### src/rtl/touch_gesture_recognizer_assert.svh
// assertion macros for the touch gesture recognizer
`ifndef TOUCH_GESTURE_RECOGNIZER_ASSERT_SVH
`define TOUCH_GESTURE_RECOGNIZER_ASSERT_SVH

// same-cycle implication, checked on aclk outside reset
`define TGR_ASSERT_SAME(label, ante, cons, msg) \
    label: assert property (@(posedge aclk) disable iff (!aresetn) (ante) |-> (cons)) \
        else $error(msg);

// next-cycle implication, checked on aclk outside reset
`define TGR_ASSERT_NEXT(label, ante, cons, msg) \
    label: assert property (@(posedge aclk) disable iff (!aresetn) (ante) |=> (cons)) \
        else $error(msg);

`endif

### src/rtl/tgr_pkg.sv
// shared constants and types for the touch gesture recognizer
package tgr_pkg;

    localparam int TIME_FIELD_W = 32;
    localparam int FINGER_W     = 4;
    localparam int ACT_W        = 3;
    localparam int CFG_INDEX_W  = 3;
    localparam int CFG_DATA_W   = 16;
    localparam int PX_CFG_W     = 8;
    localparam int MS_CFG_W     = 16;

    typedef logic [ACT_W-1:0] action_t;

    // event codes, directions share the low codes
    localparam action_t ACT_UP    = 3'd0;
    localparam action_t ACT_RIGHT = 3'd1;
    localparam action_t ACT_DOWN  = 3'd2;
    localparam action_t ACT_LEFT  = 3'd3;
    localparam action_t ACT_TAP   = 3'd4;
    localparam action_t ACT_MENU  = 3'd5;
    localparam action_t DIR_NONE  = 3'd7;

    // register indexes
    localparam logic [CFG_INDEX_W-1:0] REG_START_THRESHOLD = 3'd0;
    localparam logic [CFG_INDEX_W-1:0] REG_SWIPE_DISTANCE  = 3'd1;
    localparam logic [CFG_INDEX_W-1:0] REG_PERP_CANCEL     = 3'd2;
    localparam logic [CFG_INDEX_W-1:0] REG_SWIPE_TIMEOUT   = 3'd3;
    localparam logic [CFG_INDEX_W-1:0] REG_LONG_PRESS      = 3'd4;
    localparam logic [CFG_INDEX_W-1:0] REG_REPEAT_INTERVAL = 3'd5;

    // register reset values
    localparam logic [PX_CFG_W-1:0] START_THRESHOLD_RST = 8'd8;
    localparam logic [PX_CFG_W-1:0] SWIPE_DISTANCE_RST  = 8'd40;
    localparam logic [PX_CFG_W-1:0] PERP_CANCEL_RST     = 8'd32;
    localparam logic [MS_CFG_W-1:0] SWIPE_TIMEOUT_RST   = 16'd1000;
    localparam logic [MS_CFG_W-1:0] LONG_PRESS_RST      = 16'd700;
    localparam logic [MS_CFG_W-1:0] REPEAT_INTERVAL_RST = 16'd50;

    // shortest repeat interval actually used
    localparam logic [MS_CFG_W-1:0] REPEAT_FLOOR_MS = 16'd50;

endpackage

### src/rtl/touch_gesture_recognizer.sv
// touch gesture recognizer: swipe, tap, long press, menu and held-swipe repeats
//
// channel   dir  handshake            payload
// s_        in   s_tvalid / s_tready   tdata pos_x, pos_y, finger_count, time_ms; tuser is_touching
// m_        out  m_tvalid / m_tready   tdata event_x, event_y; tuser action
// cfg_      in   cfg_valid / cfg_ready register index and 16-bit write data
//
// one item per cycle sustained while m_tready does not hold back a result; an accepted item
// waits in the input register, the gesture step runs between that register and the result
// register, and a result, if the step emits one, is registered when its item is stepped
// a held result stalls only the step; one more item is still taken into the input register
// aresetn is synchronous, active low; it clears control state and loads register defaults
// cfg_ready is always high, a write lands at its accepting edge
`include "touch_gesture_recognizer_assert.svh"

module touch_gesture_recognizer
    import tgr_pkg::*;
#(
    parameter int COORD_BITS = 12,
    parameter int TIME_BITS  = 32
) (
    input  logic                                aclk,
    input  logic                                aresetn,

    input  logic                                s_tvalid,
    output logic                                s_tready,
    // pos_x, pos_y, finger_count, time_ms, zero pad
    input  logic [((2*COORD_BITS+FINGER_W+TIME_FIELD_W+7)/8)*8-1:0] s_tdata,
    // is_touching
    input  logic                                s_tuser,

    output logic                                m_tvalid,
    input  logic                                m_tready,
    // event_x, event_y, zero pad
    output logic [((2*COORD_BITS+7)/8)*8-1:0]   m_tdata,
    // action
    output logic [ACT_W-1:0]                    m_tuser,

    input  logic                                cfg_valid,
    output logic                                cfg_ready,
    input  logic [CFG_INDEX_W-1:0]              cfg_index,
    input  logic [CFG_DATA_W-1:0]               cfg_data
);

    localparam int M_DATA_W = ((2*COORD_BITS+7)/8)*8;
    // signed width that holds coordinate differences and 8-bit thresholds
    localparam int CMP_W    = ((COORD_BITS > PX_CFG_W) ? COORD_BITS : PX_CFG_W) + 2;
    localparam int Y_LO     = COORD_BITS;
    localparam int FC_LO    = 2*COORD_BITS;
    localparam int T_LO     = 2*COORD_BITS + FINGER_W;

    typedef logic [COORD_BITS-1:0]   coord_t;
    typedef logic [TIME_BITS-1:0]    tstamp_t;
    typedef logic signed [CMP_W-1:0] scmp_t;

    // dominant direction of a displacement
    function automatic action_t dominant(input scmp_t dx, input scmp_t dy,
                                         input scmp_t adx, input scmp_t ady);
        action_t d;
        if (adx >= ady) begin
            if (dx > 0) d = ACT_RIGHT;
            else if (dx < 0) d = ACT_LEFT;
            else d = DIR_NONE;
        end else begin
            d = (dy > 0) ? ACT_DOWN : ACT_UP;
        end
        return d;
    endfunction

    // progress along a direction
    function automatic scmp_t progress(input action_t d, input scmp_t dx, input scmp_t dy);
        scmp_t p;
        case (d)
            ACT_UP:    p = -dy;
            ACT_RIGHT: p = dx;
            ACT_DOWN:  p = dy;
            ACT_LEFT:  p = -dx;
            default:   p = '0;
        endcase
        return p;
    endfunction

    // configuration registers
    logic [PX_CFG_W-1:0] start_threshold_reg, swipe_distance_reg, perp_cancel_reg;
    logic [MS_CFG_W-1:0] swipe_timeout_reg, long_press_reg, repeat_interval_reg;

    // input register
    logic                    in_valid_reg;
    coord_t                  in_x_reg, in_y_reg;
    logic [FINGER_W-1:0]     in_fc_reg;
    logic                    in_touch_reg;
    logic [TIME_FIELD_W-1:0] in_time_reg;

    // gesture state
    logic                touch_active_reg, touch_active_next;
    logic                swipe_allowed_reg, swipe_allowed_next;
    logic                gesture_done_reg, gesture_done_next;
    logic                repeat_active_reg, repeat_active_next;
    action_t             locked_dir_reg, locked_dir_next;
    coord_t              start_x_reg, start_x_next, start_y_reg, start_y_next;
    coord_t              latest_x_reg, latest_x_next, latest_y_reg, latest_y_next;
    logic [FINGER_W-1:0] press_fingers_reg, press_fingers_next;
    tstamp_t             press_time_reg, press_time_next;
    action_t             repeat_move_reg, repeat_move_next;
    coord_t              rep_x_reg, rep_x_next, rep_y_reg, rep_y_next;
    tstamp_t             last_rep_time_reg, last_rep_time_next;

    // result register
    logic    m_valid_reg, m_valid_next;
    action_t m_action_reg;
    coord_t  m_x_reg, m_y_reg;

    logic    s_accept, proc_fire;
    logic    emit;
    action_t emit_act;
    coord_t  emit_x, emit_y;

    // step datapath
    coord_t  px, py;
    tstamp_t t_now, dt_press, dt_rep;
    scmp_t   dx, dy, adx, ady, cheb;
    scmp_t   rdx, rdy, ardx, ardy, rcheb;
    scmp_t   need, thr, pcancel, perp_lock, prog_lock, prog_dom;
    action_t dom, sw_dir;
    logic    sw_use_lock, sw_ok;
    logic [MS_CFG_W-1:0] rep_iv;

    // back-pressure: the input register frees up when its item is stepped
    assign proc_fire = in_valid_reg && (!m_valid_reg || m_tready);
    assign s_tready  = !in_valid_reg || proc_fire;
    assign s_accept  = s_tvalid && s_tready;
    assign cfg_ready = 1'b1;

    assign m_tvalid = m_valid_reg;
    assign m_tuser  = m_action_reg;
    assign m_tdata  = M_DATA_W'({m_y_reg, m_x_reg});

    // configuration writes; unknown indexes are dropped
    always_ff @(posedge aclk) begin
        if (!aresetn) begin
            start_threshold_reg <= START_THRESHOLD_RST;
            swipe_distance_reg  <= SWIPE_DISTANCE_RST;
            perp_cancel_reg     <= PERP_CANCEL_RST;
            swipe_timeout_reg   <= SWIPE_TIMEOUT_RST;
            long_press_reg      <= LONG_PRESS_RST;
            repeat_interval_reg <= REPEAT_INTERVAL_RST;
        end else if (cfg_valid && cfg_ready) begin
            case (cfg_index)
                REG_START_THRESHOLD: start_threshold_reg <= cfg_data[PX_CFG_W-1:0];
                REG_SWIPE_DISTANCE:  swipe_distance_reg  <= cfg_data[PX_CFG_W-1:0];
                REG_PERP_CANCEL:     perp_cancel_reg     <= cfg_data[PX_CFG_W-1:0];
                REG_SWIPE_TIMEOUT:   swipe_timeout_reg   <= cfg_data;
                REG_LONG_PRESS:      long_press_reg      <= cfg_data;
                REG_REPEAT_INTERVAL: repeat_interval_reg <= cfg_data;
                default: ;
            endcase
        end
    end

    // input register
    always_ff @(posedge aclk) begin
        if (!aresetn) begin
            in_valid_reg <= 1'b0;
        end else if (s_accept) begin
            in_valid_reg <= 1'b1;
        end else if (proc_fire) begin
            in_valid_reg <= 1'b0;
        end
    end

    always_ff @(posedge aclk) begin
        if (s_accept) begin
            in_x_reg     <= s_tdata[COORD_BITS-1:0];
            in_y_reg     <= s_tdata[Y_LO +: COORD_BITS];
            in_fc_reg    <= s_tdata[FC_LO +: FINGER_W];
            in_time_reg  <= s_tdata[T_LO +: TIME_FIELD_W];
            in_touch_reg <= s_tuser;
        end
    end

    // geometry: on release the last touched point is evaluated
    assign px    = in_touch_reg ? in_x_reg : latest_x_reg;
    assign py    = in_touch_reg ? in_y_reg : latest_y_reg;
    assign dx    = scmp_t'(px) - scmp_t'(start_x_reg);
    assign dy    = scmp_t'(py) - scmp_t'(start_y_reg);
    assign adx   = (dx < 0) ? -dx : dx;
    assign ady   = (dy < 0) ? -dy : dy;
    assign cheb  = (adx > ady) ? adx : ady;
    assign dom   = dominant(dx, dy, adx, ady);

    // drift from the repeat origin
    assign rdx   = scmp_t'(in_x_reg) - scmp_t'(rep_x_reg);
    assign rdy   = scmp_t'(in_y_reg) - scmp_t'(rep_y_reg);
    assign ardx  = (rdx < 0) ? -rdx : rdx;
    assign ardy  = (rdy < 0) ? -rdy : rdy;
    assign rcheb = (ardx > ardy) ? ardx : ardy;

    assign need    = scmp_t'(swipe_distance_reg);
    assign thr     = scmp_t'(start_threshold_reg);
    assign pcancel = scmp_t'(perp_cancel_reg);

    assign prog_lock = progress(locked_dir_reg, dx, dy);
    assign prog_dom  = progress(dom, dx, dy);
    assign perp_lock = (locked_dir_reg == ACT_UP || locked_dir_reg == ACT_DOWN) ? adx :
                       (locked_dir_reg == ACT_RIGHT || locked_dir_reg == ACT_LEFT) ? ady :
                       scmp_t'(0);

    // swipe recognition: locked direction if it got far enough, else the dominant one
    assign sw_use_lock = (locked_dir_reg != DIR_NONE) && !(prog_lock < need);
    assign sw_ok  = swipe_allowed_reg &&
                    (sw_use_lock || (!(cheb < need) && dom != DIR_NONE && !(prog_dom < need)));
    assign sw_dir = sw_use_lock ? locked_dir_reg : dom;

    // time differences wrap at the timestamp width
    assign t_now    = tstamp_t'(in_time_reg);
    assign dt_press = t_now - press_time_reg;
    assign dt_rep   = t_now - last_rep_time_reg;
    assign rep_iv   = (repeat_interval_reg < REPEAT_FLOOR_MS) ? REPEAT_FLOOR_MS
                                                              : repeat_interval_reg;

    // gesture step
    always_comb begin
        touch_active_next  = touch_active_reg;
        swipe_allowed_next = swipe_allowed_reg;
        gesture_done_next  = gesture_done_reg;
        repeat_active_next = repeat_active_reg;
        locked_dir_next    = locked_dir_reg;
        start_x_next       = start_x_reg;
        start_y_next       = start_y_reg;
        latest_x_next      = latest_x_reg;
        latest_y_next      = latest_y_reg;
        press_fingers_next = press_fingers_reg;
        press_time_next    = press_time_reg;
        repeat_move_next   = repeat_move_reg;
        rep_x_next         = rep_x_reg;
        rep_y_next         = rep_y_reg;
        last_rep_time_next = last_rep_time_reg;
        emit               = 1'b0;
        emit_act           = ACT_TAP;
        emit_x             = px;
        emit_y             = py;

        if (!in_touch_reg) begin
            // release
            if (touch_active_reg && !gesture_done_reg) begin
                if (press_fingers_reg >= FINGER_W'(2)) begin
                    emit     = 1'b1;
                    emit_act = ACT_MENU;
                end else if (sw_ok) begin
                    if (press_fingers_reg == FINGER_W'(1)) begin
                        emit               = 1'b1;
                        emit_act           = sw_dir;
                        repeat_move_next   = sw_dir;
                        rep_x_next         = px;
                        rep_y_next         = py;
                        last_rep_time_next = t_now;
                    end
                end else begin
                    emit     = 1'b1;
                    emit_act = (dt_press >= tstamp_t'(long_press_reg)) ? ACT_MENU : ACT_TAP;
                end
            end
            touch_active_next  = 1'b0;
            swipe_allowed_next = 1'b0;
            gesture_done_next  = 1'b0;
            repeat_active_next = 1'b0;
            locked_dir_next    = DIR_NONE;
        end else if (!touch_active_reg) begin
            // press: several fingers open the menu at once
            touch_active_next  = 1'b1;
            swipe_allowed_next = (in_fc_reg < FINGER_W'(2));
            gesture_done_next  = (in_fc_reg >= FINGER_W'(2));
            locked_dir_next    = DIR_NONE;
            start_x_next       = in_x_reg;
            start_y_next       = in_y_reg;
            latest_x_next      = in_x_reg;
            latest_y_next      = in_y_reg;
            press_fingers_next = in_fc_reg;
            press_time_next    = t_now;
            if (in_fc_reg >= FINGER_W'(2)) begin
                emit     = 1'b1;
                emit_act = ACT_MENU;
            end
        end else begin
            latest_x_next = in_x_reg;
            latest_y_next = in_y_reg;
            if (gesture_done_reg) begin
                // held swipe: re-aim on drift, repeat at the interval
                if (repeat_active_reg) begin
                    if (!(rcheb < need)) begin
                        rep_x_next = in_x_reg;
                        rep_y_next = in_y_reg;
                        if (dom != DIR_NONE) begin
                            repeat_move_next = dom;
                        end
                    end
                    if (!(dt_rep < tstamp_t'(rep_iv))) begin
                        last_rep_time_next = t_now;
                        emit               = 1'b1;
                        emit_act           = repeat_move_next;
                    end
                end
            end else if (swipe_allowed_reg) begin
                if (in_fc_reg < press_fingers_reg ||
                    dt_press > tstamp_t'(swipe_timeout_reg)) begin
                    swipe_allowed_next = 1'b0;
                end else if (locked_dir_reg == DIR_NONE) begin
                    if (cheb > thr) begin
                        locked_dir_next    = dom;
                        press_fingers_next = in_fc_reg;
                    end
                end else if (perp_lock > pcancel) begin
                    swipe_allowed_next = 1'b0;
                end else if (!(prog_lock < need) && sw_ok) begin
                    gesture_done_next  = 1'b1;
                    swipe_allowed_next = 1'b0;
                    if (press_fingers_reg == FINGER_W'(1)) begin
                        emit               = 1'b1;
                        emit_act           = sw_dir;
                        repeat_active_next = 1'b1;
                        repeat_move_next   = sw_dir;
                        rep_x_next         = in_x_reg;
                        rep_y_next         = in_y_reg;
                        last_rep_time_next = t_now;
                    end else if (press_fingers_reg >= FINGER_W'(2)) begin
                        emit     = 1'b1;
                        emit_act = ACT_MENU;
                    end
                end
            end
        end
    end

    // gesture control state
    always_ff @(posedge aclk) begin
        if (!aresetn) begin
            touch_active_reg  <= 1'b0;
            swipe_allowed_reg <= 1'b0;
            gesture_done_reg  <= 1'b0;
            repeat_active_reg <= 1'b0;
            locked_dir_reg    <= DIR_NONE;
            start_x_reg       <= '0;
            start_y_reg       <= '0;
            latest_x_reg      <= '0;
            latest_y_reg      <= '0;
            press_fingers_reg <= '0;
            press_time_reg    <= '0;
            repeat_move_reg   <= ACT_UP;
            rep_x_reg         <= '0;
            rep_y_reg         <= '0;
            last_rep_time_reg <= '0;
        end else if (proc_fire) begin
            touch_active_reg  <= touch_active_next;
            swipe_allowed_reg <= swipe_allowed_next;
            gesture_done_reg  <= gesture_done_next;
            repeat_active_reg <= repeat_active_next;
            locked_dir_reg    <= locked_dir_next;
            start_x_reg       <= start_x_next;
            start_y_reg       <= start_y_next;
            latest_x_reg      <= latest_x_next;
            latest_y_reg      <= latest_y_next;
            press_fingers_reg <= press_fingers_next;
            press_time_reg    <= press_time_next;
            repeat_move_reg   <= repeat_move_next;
            rep_x_reg         <= rep_x_next;
            rep_y_reg         <= rep_y_next;
            last_rep_time_reg <= last_rep_time_next;
        end
    end

    // result register
    assign m_valid_next = proc_fire ? emit : (m_valid_reg && !m_tready);

    always_ff @(posedge aclk) begin
        if (!aresetn) begin
            m_valid_reg <= 1'b0;
        end else begin
            m_valid_reg <= m_valid_next;
        end
    end

    always_ff @(posedge aclk) begin
        if (proc_fire && emit) begin
            m_action_reg <= emit_act;
            m_x_reg      <= emit_x;
            m_y_reg      <= emit_y;
        end
    end

    // a finished gesture never keeps swipe recognition open
    `TGR_ASSERT_SAME(a_done_blocks_swipe, gesture_done_reg, !swipe_allowed_reg,
                     "swipe still allowed after gesture finished")

    // repeats only run inside a finished, still held gesture
    `TGR_ASSERT_SAME(a_repeat_needs_hold, repeat_active_reg,
                     gesture_done_reg && touch_active_reg,
                     "repeat active outside a held gesture")

    // a new result always comes from a stepped item
    `TGR_ASSERT_SAME(a_result_from_item, $rose(m_valid_reg), $past(in_valid_reg),
                     "result appeared without an item in the input register")

    // a release always ends the touch and its repeats
    `TGR_ASSERT_NEXT(a_release_clears, proc_fire && !in_touch_reg,
                     !touch_active_reg && !repeat_active_reg,
                     "release did not clear touch state")

endmodule
### config.mk
export PLATFORM = sky130hd
export DESIGN_NAME = touch_gesture_recognizer
export DESIGN_NICKNAME = d
export VERILOG_FILES = /design/src/rtl/tgr_pkg.sv /design/src/rtl/touch_gesture_recognizer.sv
export VERILOG_INCLUDE_DIRS = /design/src /design/src/rtl
export SDC_FILE = /design/constraint.sdc
export NUM_CORES = 1
export LEC_CHECK = 0
export ABC_AREA = 1
export CAP_MARGIN = 20
export CORE_MARGIN = 4
export CORE_UTILIZATION = 55
export DETAILED_ROUTE_END_ITERATION = 8
export DONT_BUFFER_PORTS = 1
export GPL_ROUTABILITY_DRIVEN = 0
export PLACE_DENSITY_LB_ADDON = 0.1
export SLEW_MARGIN = 20
export SYNTH_ARGS = -nofsm -noshare
export SYNTH_HDL_FRONTEND = slang
export SYNTH_SLANG_ARGS = --single-unit
### constraint.sdc
create_clock -name aclk -period 16 [get_ports aclk]
set_clock_uncertainty 0.2 [all_clocks]
set_input_delay 1.6 -clock aclk [delete_from_list [all_inputs] [get_ports aclk]]
set_output_delay 1.6 -clock aclk [all_outputs]
set_load 0.005 [all_outputs]
# Word-level counts from Yosys, hierarchy flattened
# Cells that the tools add are included.
# totals
ff_bits,312
output_inout_bits,30
# classes
bitwise,1
reduce_logical,45
eq_ne,42
addsub,10
order_cmp,23
n_mux,154
# op_table
op,n
$mux W32,14
$mux W12,32
$mux W3,41
$mux W14,8
$pmux W14 S4,2
$sub A32 B32 Y32,2
$lt A14 B9 Y1,4
$neg A13 Y14,4
$lt A13 B1 Y1 const B,4
$sub A12 B12 Y13,4
$mux W1,49
$ge A32 B16 Y1,1
$gt A32 B16 Y1,1
$lt A32 B16 Y1,1
$gt A14 B14 Y1,2
$gt A14 B9 Y1,2
$ne A3 B3 Y1 const B,9
$gt A13 B1 Y1 const B,2
$mux W4,6
$eq A3 B2 Y1 const B,6
$lt A16 B6 Y1 const B,1
$mux W16,1
$ge A14 B14 Y1,1
$ne A2 B1 Y1 const B,7
other kinds (25),71

# Logic depth before layout (Yosys ltp)
# Gate-level depths: netlist of run 1.
# depth
word_depth,23
depth_mapped,50
mapped_depth_nobuf,47

# Least setup slack after synthesis of run 1
# OpenSTA, ideal clock, no wires.
# synth_path
path_kind,register to register
start,reg in_touch_reg
end,reg m_action_reg[0] (netlist: m_tuser[0]) (enable)
t_arrival_ps,6423
setup_time_ps,382
slack_ps,8995
path_buffers,5
period_less_slack_ps,7005
path_stages_with_launch,46
cell_sequence,edfxtp_1 -> inv_1 -> clkbuf_1 -> clkbuf_1 -> or2_2 -> o21ai_0 -> inv_1 -> ha_1 -> nand2_1 -> nor2_1 -> nand3_1 -> nand3_1 -> nand2_1 -> a21oi_1 -> nor2_1 -> inv_2 -> clkbuf_1 -> clkbuf_1 -> (+10 left out) -> inv_2 -> clkbuf_1 -> o21ai_0 -> ha_1 -> nand2_1 -> nor2_1 -> a211oi_1 -> nand2_1 -> nand2_1 -> nand2_1 -> nand3_2 -> nand2_4 -> nand4_4 -> o21bai_1 -> nand2_1 -> nand2_1 -> nand2_1 -> inv_1
# synth_via
elab_chain_cells,23
word_cells_on_any_way,53
classes_between,4 x add/sub; 10 x order compare; 4 x eq/ne; 24 x mux; 11 x reduce/logical
# synth_lines
item,line,rtl
start: declaration,touch_gesture_recognizer.sv:91,logic in_touch_reg;
start signal: assignment,touch_gesture_recognizer.sv:177,in_touch_reg <= s_tuser;
$mux W12 (*),-,
named net emit_x[4],touch_gesture_recognizer.sv:116,"coord_t emit_x, emit_y;"
$sub A12 B12 Y13 (*),touch_gesture_recognizer.sv:184,assign dx = scmp_t'(px) - scmp_t'(start_x_reg);
$neg A13 Y14 or $lt A13 B1 Y1 (tied branches),"touch_gesture_recognizer.sv:77, touch_gesture_recognizer.sv:186, touch_gesture_recognizer.sv:62",
$mux W14 or $mux W3 (tied branches),"touch_gesture_recognizer.sv:186, touch_gesture_recognizer.sv:62",
$ge A14 B14 Y1 or $mux W3 (tied branches),"touch_gesture_recognizer.sv:60, touch_gesture_recognizer.sv:61",
$mux W3,touch_gesture_recognizer.sv:60,if (adx >= ady) begin
"$eq A3 B2 Y1, or another cell as far along",touch_gesture_recognizer.sv:73,case (d)
(+8 left out),-,
$mux W1,touch_gesture_recognizer.sv:312,end else if (perp_lock > pcancel) begin
$mux W1,touch_gesture_recognizer.sv:307,end else if (locked_dir_reg == DIR_NONE) begin
$mux W1,touch_gesture_recognizer.sv:304,if (in_fc_reg < press_fingers_reg ||
$mux W1,touch_gesture_recognizer.sv:303,end else if (swipe_allowed_reg) begin
$mux W1,touch_gesture_recognizer.sv:287,if (gesture_done_reg) begin
$mux W1,touch_gesture_recognizer.sv:268,end else if (!touch_active_reg) begin
$mux W1 (*),touch_gesture_recognizer.sv:243,if (!in_touch_reg) begin
$logic_and A1 B1 Y1 (*),touch_gesture_recognizer.sv:383,if (proc_fire && emit) begin
end signal: assignment,touch_gesture_recognizer.sv:384,m_action_reg <= emit_act;
end: declaration,touch_gesture_recognizer.sv:110,action_t m_action_reg;
# The timed path passes the listed nets; every way through them passes the cells marked *.
# A chain may end at the register's enable or synchronous reset.

# Worst setup path in the final report of run 1
# layout_path
start,reg in_touch_reg
end,reg last_rep_time_reg[16]
# layout_via
elab_chain_cells,16
word_cells_on_any_way,54
classes_between,4 x add/sub; 10 x order compare; 13 x eq/ne; 14 x mux; 13 x reduce/logical
# layout_lines
item,line,rtl
$mux W12 (*),-,
named net emit_x[5],touch_gesture_recognizer.sv:116,
$sub A12 B12 Y13 (*),touch_gesture_recognizer.sv:184,
$neg A13 Y14 or $lt A13 B1 Y1 (tied branches),"touch_gesture_recognizer.sv:77, touch_gesture_recognizer.sv:186, touch_gesture_recognizer.sv:62",
$mux W14 or $mux W3 (tied branches),"touch_gesture_recognizer.sv:186, touch_gesture_recognizer.sv:62",
$ge A14 B14 Y1 or $mux W3 (tied branches),"touch_gesture_recognizer.sv:60, touch_gesture_recognizer.sv:61",
$mux W3,touch_gesture_recognizer.sv:60,
"$eq A3 B2 Y1, or another cell as far along",touch_gesture_recognizer.sv:73,
$pmux W14 S4,touch_gesture_recognizer.sv:73,
$lt A14 B9 Y1,touch_gesture_recognizer.sv:211,(sw_use_lock || (!(cheb < need) && dom != DIR_NONE && !(prog_dom < need)));
$logic_not A1 Y1,touch_gesture_recognizer.sv:211,
$logic_and A1 B1 Y1,touch_gesture_recognizer.sv:211,
$logic_or A1 B1 Y1,touch_gesture_recognizer.sv:211,
$logic_and A1 B1 Y1,touch_gesture_recognizer.sv:210,assign sw_ok = swipe_allowed_reg &&
$logic_and A1 B1 Y1,touch_gesture_recognizer.sv:314,end else if (!(prog_lock < need) && sw_ok) begin
$ne A3 B1 Y1 (no line),-,
$reduce_and A12 Y1 (no line) (*),-,
end signal: assignment,touch_gesture_recognizer.sv:367,last_rep_time_reg <= last_rep_time_next;
end: declaration,touch_gesture_recognizer.sv:106,"tstamp_t last_rep_time_reg, last_rep_time_next;"
# Marked as above.

==> results.md, run 1 <==
- Status: completed
- Area grow syn2layout: 7.01%
- Final hold vios: 0
- Fraction of registers with async set/reset: 0%
- Setup TNS: 0 ns
- Max Cap Viol: 0
- Initial antenna violation count: 0
- Layout net count: 3263
- F_max: 0.110 GHz
- Leak pwr: 0.0104 µW
- Hold_buf cts: 0
- Cell Area, Synth: 0.0220 mm²
- First-pass GRT wire length: 93500 µm
- Number of flops mapped to enable cells by yosys: 88
- Pin count of the biggest net entering global routing: 152
- Number of port buffers: 0
- Relative slew slack: 35.1%
- Chip Width: 208 µm
- Max Slew Vio Count: 0
- Final core utilization: 59.5%
- Routed wire length on met2: 27600 µm
- Distinct cells, synth: 67
- Final non-filler cell total: 3482
- Routed via count: 19700
- Setup Viol. Count Final: 0
- Post-Syn Instances: 2963
- Critical-path top delay cell: nor2_1
- Total core area: 0.0396 mm²
- Number of buffers created by CTS: 36
- Layout cells sized above 1: 6.59%
- Antenna-violating nets left: 0
- CTS tree: done
- Clk buf depth: 3
- DP Wirelength: 43800 µm
- Worst path bufs/invs: 9
- Total setup buffers inserted after CTS: 0
- Pwr Density: 110 mW/mm²
- Synth area leader: dfxtp_1
- Min cycle time layout: 9.06 ns
- Worst Setup End Kind: register
- Overall power: 2590 µW
- Clock transition at the registers of the reported paths: 0.06 ns
- Vias per inst: 5.65
- CP max FO: 64
- # resized after CTS: 0
- Critical path class: register to register
- RSZ-0062 raised after global routing: false
- Die Footprint: 0.0433 mm²
- Placed cell count: 3417
- Worst slew pin tran: 0.971 ns
- Maximum vdd drop: 87.3 µV
- Drt drc: 0
- Syn_area_per_cell: 7.44 µm²
- CP arrival: 9.28 ns
- Synth Register Bits: 312
- Met3 wire length: 2700 µm
- H-Tree Level Count: 2
- Primary FF master, synth: dfxtp_1
- CP startpoint kind: register
- Most frequent CP cell: nand2_1
- Post-synthesis sequential area ratio: 32.3%
- Overflow after GRT: 0
- Initial Utilization: 55.6%
- Clock Tree Root: clkbuf_16
- HP Class: register to register
- Worst path top cell family by delay: simple AND/OR/NAND/NOR gates
- TritonCTS Sinks: 312
- Yosys warns: 0
- Number of global-route vias before repair: 19000
- Yosys top cell area share: 20.3%
- Synth area leaders: dfxtp_1 20%, ha_1 14%, edfxtp_1 12%
- Total global-route track usage: 25.8%
- Site row count: 73
- Routed length per instance: 16.6 µm
- Largest stage delay, worst path: 0.73 ns
- Inserted Diodes: 0
- I/O pin total: 119
- Chip height: 208 µm
- Worst hold slack: 0.252 ns
- DRT Pass-1 Iters: 6
- Required @ worst endpoint: 16.21 ns
- Post-route clock period utilization: 56.7%
- Uppermost routed layer: met4
- Metal-1 WL: 25100 µm
- Number of DRC markers in iteration 0: 1303
- Final WL: 57700 µm
- Clk Latency, worst-skew pair: 0.56 ns
==> power breakdown <==
part           switching (µW)  total [µW]  internal, µW
registers                20.6         868           847
clock network             335         822           487
logic                     591         902           311
total                     947        2590          1650
==> synth_stat cells, drive strengths merged, types with 2 or more instances <==
cell type and n:
nor2 222, a21o 8, dfxtp 224, a31o 3, or2 27, o221ai 18
nor4 7, buf 23, ha 238, conb 2, a221o 3, inv 465
edfxtp 88, nor3b 3, a2111oi 2, o21a 9, o21ai 290, a21boi 9
nor3 25, and2 3, xor2 73, nand2 510, nand4 74, nand3 119
o31ai 4, clkbuf 62, nand3b 6, a221oi 4, o22ai 17, xnor2 28
fa 6, a22oi 2, a31oi 5, o211ai 20, a211oi 12, o2111ai 8
o21bai 7, a21oi 331
==> through the flow <==
step	setup slack, ns	area, µm²
after floorplan	8.99	22000
after global placement	7.31	22400
after detailed placement	7.11	22400
after CTS	7.05	23600
after global routing	6.09	23600
final	6.94	23600
==> layout by cell type, fill, tap and decap left out, types with 69 or more instances in the layout <==
| master | count |
|---|---|
| o21ai_0 | 248 |
| nand3_1 | 108 |
| nor2_1 | 210 |
| nand2_1 | 479 |
| inv_1 | 444 |
| xor2_1 | 72 |
| edfxtp_1 | 88 |
| ha_1 | 238 |
| nand4_1 | 69 |
| dfxtp_1 | 224 |
| a21oi_1 | 317 |
==> layer usage <==
metal	GRT usage [%]	vias to the layer above
met5	0	-
met4	10.3	0
met3	3.27	139
met2	44.9	524
met1	32.5	9112
li1	-	9908
==> worst reg2reg max path: cells and delay by family, from the launching register on <==
family / cells / cell delay (ns)
AOI/OAI and AO/OA: 10 / 2.16
adders and majority gates: 3 / 1.03
buffers and inverters: 9 / 2.29
DFF: 1 / 0.32
and+or+nand+nor: 21 / 2.92
==> final timing paths <==
kind / start / cells after the start / slack, ns / endpoint
hold / removal: press_time_reg[21]$_SDFFE_PN0P_ / 2 / 0.25 / press_time_reg[21]$_SDFFE_PN0P_
setup / recovery: in_touch_reg$_DFFE_PP_ / 43 / 6.94 / last_rep_time_reg[16]$_SDFFE_PN0P_
hold reg to reg: press_time_reg[21]$_SDFFE_PN0P_ / 2 / 0.25 / press_time_reg[21]$_SDFFE_PN0P_
setup reg to reg: in_touch_reg$_DFFE_PP_ / 43 / 6.94 / last_rep_time_reg[16]$_SDFFE_PN0P_
==> cell families after synthesis <==
kind of cell / share of synthesized area (%)
and+or+nand+nor: 20.6
muxes: 0.0454
other: 0.0341
xor gates and xnor gates: 4.05
AOI/OAI and AO/OA: 19.2
adders and majority gates: 14.1
DFF: 32.3
buffers and inverters: 9.68
==> layout make-up <==
class / count / area (µm²)
clock buffer: 51 / 1040
clock inverter: 14 / 134
fill: 3635 / 16100
inverter: 465 / 1750
multi-input combinational: 2102 / 12800
sequential: 312 / 7130
tap: 525 / 657
timing repair buffer: 13 / 97.6
Note: power is estimated with default switching activity, not from simulation.
==> inputs of run 2 (changes only) <==
- clock period: 16 -> 7.4 ns (I/O delays scaled with it)
==> results.md, run 2 (same netlist as run 1, synthesis figures left out) <==
- Status: completed (unchanged)
- CP startpoint kind: register (unchanged)
- Total core area: 0.0396 mm² (unchanged)
- Number of global-route vias before repair: 18900 (was 19000)
- Vias per inst: 5.69 (was 5.65)
- Min cycle time layout: 7.11 ns (was 9.06 ns)
- Clock Tree Root: clkbuf_16 (unchanged)
- Hold_buf cts: 0 (unchanged)
- Most frequent cells in the layout: 471 x nand2_1, 437 x inv_1, 308 x a21oi_1, 224 x dfxtp_1, 219 x o21ai_0 (was 479 x nand2_1, 444 x inv_1, 317 x a21oi_1, 248 x o21ai_0, 238 x ha_1)
- Flop2flop setup slack: 0.29 ns (was 6.94 ns)
- Setup TNS: 0 ns (unchanged)
- Clock transition at the registers of the reported paths: 0.06 ns (about the same)
- Post-route clock period utilization: 96.0% (was 56.7%)
- DRT Pass-1 Iters: 8 (was 6)
- Worst Setup End Kind: register (unchanged)
- Overflow after GRT: 0 (unchanged)
- Final WL: 60400 µm (was 57700 µm)
- First-pass GRT wire length: 94200 µm (was 93500 µm)
- Number of DRC markers in iteration 0: 1452 (was 1303)
- Inserted Diodes: 0 (unchanged)
- Initial Utilization: 55.6% (unchanged)
- Maximum vdd drop: 211 µV (was 87.3 µV)
- Site row count: 73 (unchanged)
- Most frequent CP cell: nand2_1 (unchanged)
- Routed length per instance: 17.1 µm (was 16.6 µm)
- Pin count of the biggest net entering global routing: 152 (unchanged)
- Hold depth: 0 (was 2)
- Max Slew Vio Count: 0 (unchanged)
- Relative slew slack: 40.9% (was 35.1%)
- Clk buf depth: 3 (unchanged)
- Pwr Density: 247 mW/mm² (was 110 mW/mm²)
- Post-route cell area: 0.0248 mm² (was 0.0236 mm²)
- Largest stage delay, worst path: 0.42 ns (was 0.73 ns)
- Max Cap Viol: 0 (unchanged)
- I/O pin total: 119 (unchanged)
- Reg2reg end: rep_y_reg[9]$_SDFFE_PN0P_ (was last_rep_time_reg[16]$_SDFFE_PN0P_)
- CP arrival: 7.36 ns (was 9.28 ns)
- Layout net count: 3323 (was 3263)
- Layout cells sized above 1: 11.1% (was 6.59%)
- Leak pwr: 0.0109 µW (was 0.0104 µW)
- Placed Area: 0.0226 mm² (was 0.0224 mm²)
- Most common cell after layout, fill and taps aside: nand2_1 (unchanged)
- Worst slew pin tran: 0.883 ns (was 0.971 ns)
- HP Class: primary input to register (was register to register)
- H-Tree Level Count: 2 (unchanged)
- Number of buffers created by CTS: 36 (unchanged)
- Hold EP: in_time_reg[5]$_DFFE_PP_ (was press_time_reg[21]$_SDFFE_PN0P_)
- Cells on worst reg2reg path: 45 (was 43)
- CP max FO: 28 (was 64)
- Final non-filler cell total: 3543 (was 3482)
- CTS tree: done (unchanged)
- Overall power: 6140 µW (was 2590 µW)
- Die Footprint: 0.0433 mm² (unchanged)
- Hold Startpoint: s_tdata[33] (was press_time_reg[21]$_SDFFE_PN0P_)
- Drt drc: 0 (unchanged)
- Total global-route track usage: 26.0% (was 25.8%)
- Critical-path top delay cell: edfxtp_1 (was nor2_1)
- Area grow syn2layout: 12.6% (was 7.01%)
- F_max: 0.141 GHz (was 0.110 GHz)
- Chip Width: 208 µm (unchanged)
- Chip height: 208 µm (unchanged)
- Fillcell total: 3490 (was 3635)
- Routed via count: 20200 (was 19700)
- Final hold vios: 0 (unchanged)
- Reg-to-Reg Start: in_touch_reg$_DFFE_PP_ (unchanged)
- Worst hold slack: 0.0850 ns (was 0.252 ns)
- Required @ worst endpoint: 7.66 ns (was 16.21 ns)
- Initial antenna violation count: 0 (unchanged)
- Setup Viol. Count Final: 0 (unchanged)
- TritonCTS Sinks: 312 (unchanged)
- DP Wirelength: 44500 µm (was 43800 µm)
- Antenna-violating nets left: 0 (unchanged)
- Critical path class: register to register (unchanged)
- Number of port buffers: 0 (unchanged)
- Clk Latency, worst-skew pair: 0.55 ns (was 0.56 ns)
- Placed cell count: 3439 (was 3417)
[run 2: cell types whose count changed in the layout (fill, tap and decap cells not counted), sizes merged]
cell and delta:
buf +51, nand3 +2, inv -1, bufinv +7, clkbuf -1, clkinvlp +2, nor2 +1
[run 2: routing by layer]
metal  share of wire, %  vias to the layer above  global-route usage [%]  wire length, µm
li1                   -                    10100                       -                -
met1                 42                     9323                    32.3            25300
met2                 49                      615                    45.6            29300
met3                5.8                      156                    4.04             3490
met4                3.8                        0                    9.97             2320
met5                  0                        -                       0                0
[run 2: layout make-up]
type	instances	area [µm²]	share of cell area (%)
Clock buffer	46	1010	4.07
Timing Repair inverter	2	12.5	0.0504
Clock inverter	20	348	1.40
Multi-Input combinational cell	2105	13300	53.5
Timing Repair Buffer	68	609	2.46
Sequential cell	312	7130	28.7
Tap cell	525	657	2.65
Inverter	465	1780	7.18
[run 2: through the flow]
| step | util (%) | setup slack, ns |
|---|---|---|
| 2_1_floorplan | - | 0.395 |
| 3_3_place_gp | 57.1 | -0.0414 |
| 3_5_place_dp | 57.1 | -0.119 |
| 4_1_cts | 60.5 | -0.0497 |
| 5_1_grt | 62.6 | -0.0719 |
| 6_report | 62.6 | 0.295 |
[run 2: how the worst max path moves through the flow]
stage                                       from                                 end  slack [ns]  depth (start not counted)
after floorplan           in_touch_reg$_DFFE_PP_                m_tuser[0]$_DFFE_PP_        0.39                         45
final                     in_touch_reg$_DFFE_PP_           rep_y_reg[9]$_SDFFE_PN0P_        0.29                         45
after global routing      in_touch_reg$_DFFE_PP_                m_y_reg[8]$_DFFE_PP_       -0.07                         46
after detailed placement   in_x_reg[0]$_DFFE_PP_           rep_y_reg[8]$_SDFFE_PN0P_       -0.12                         38
after CTS                 in_touch_reg$_DFFE_PP_  last_rep_time_reg[11]$_SDFFE_PN0P_       -0.05                         43
after global placement     in_x_reg[0]$_DFFE_PP_           rep_y_reg[3]$_SDFFE_PN0P_       -0.04                         38
[run 2: timing repair]
action | in CTS | in global routing
pin swaps | 1 | 18
gates cloned | 1 | 8
buffers inserted | 0 | 29
resized for setup | 6 | 132
setup endpoints to repair | 87 | 98
[run 2: critical path, delay by kind of cell, from the launching register on]
kind,cells,cell delay [ns]
simple gates,25,2.85
buf+inv,9,1.28
fa+ha+maj,4,1.16
compound gates,7,1.09
flops,1,0.42
[run 2: where the power goes]
part           total, µW  internal (µW)  switching [µW]
clock network       2030           1290             744
logic               2230            835            1400
registers           1880           1830            46.8
total               6140           3950            2190
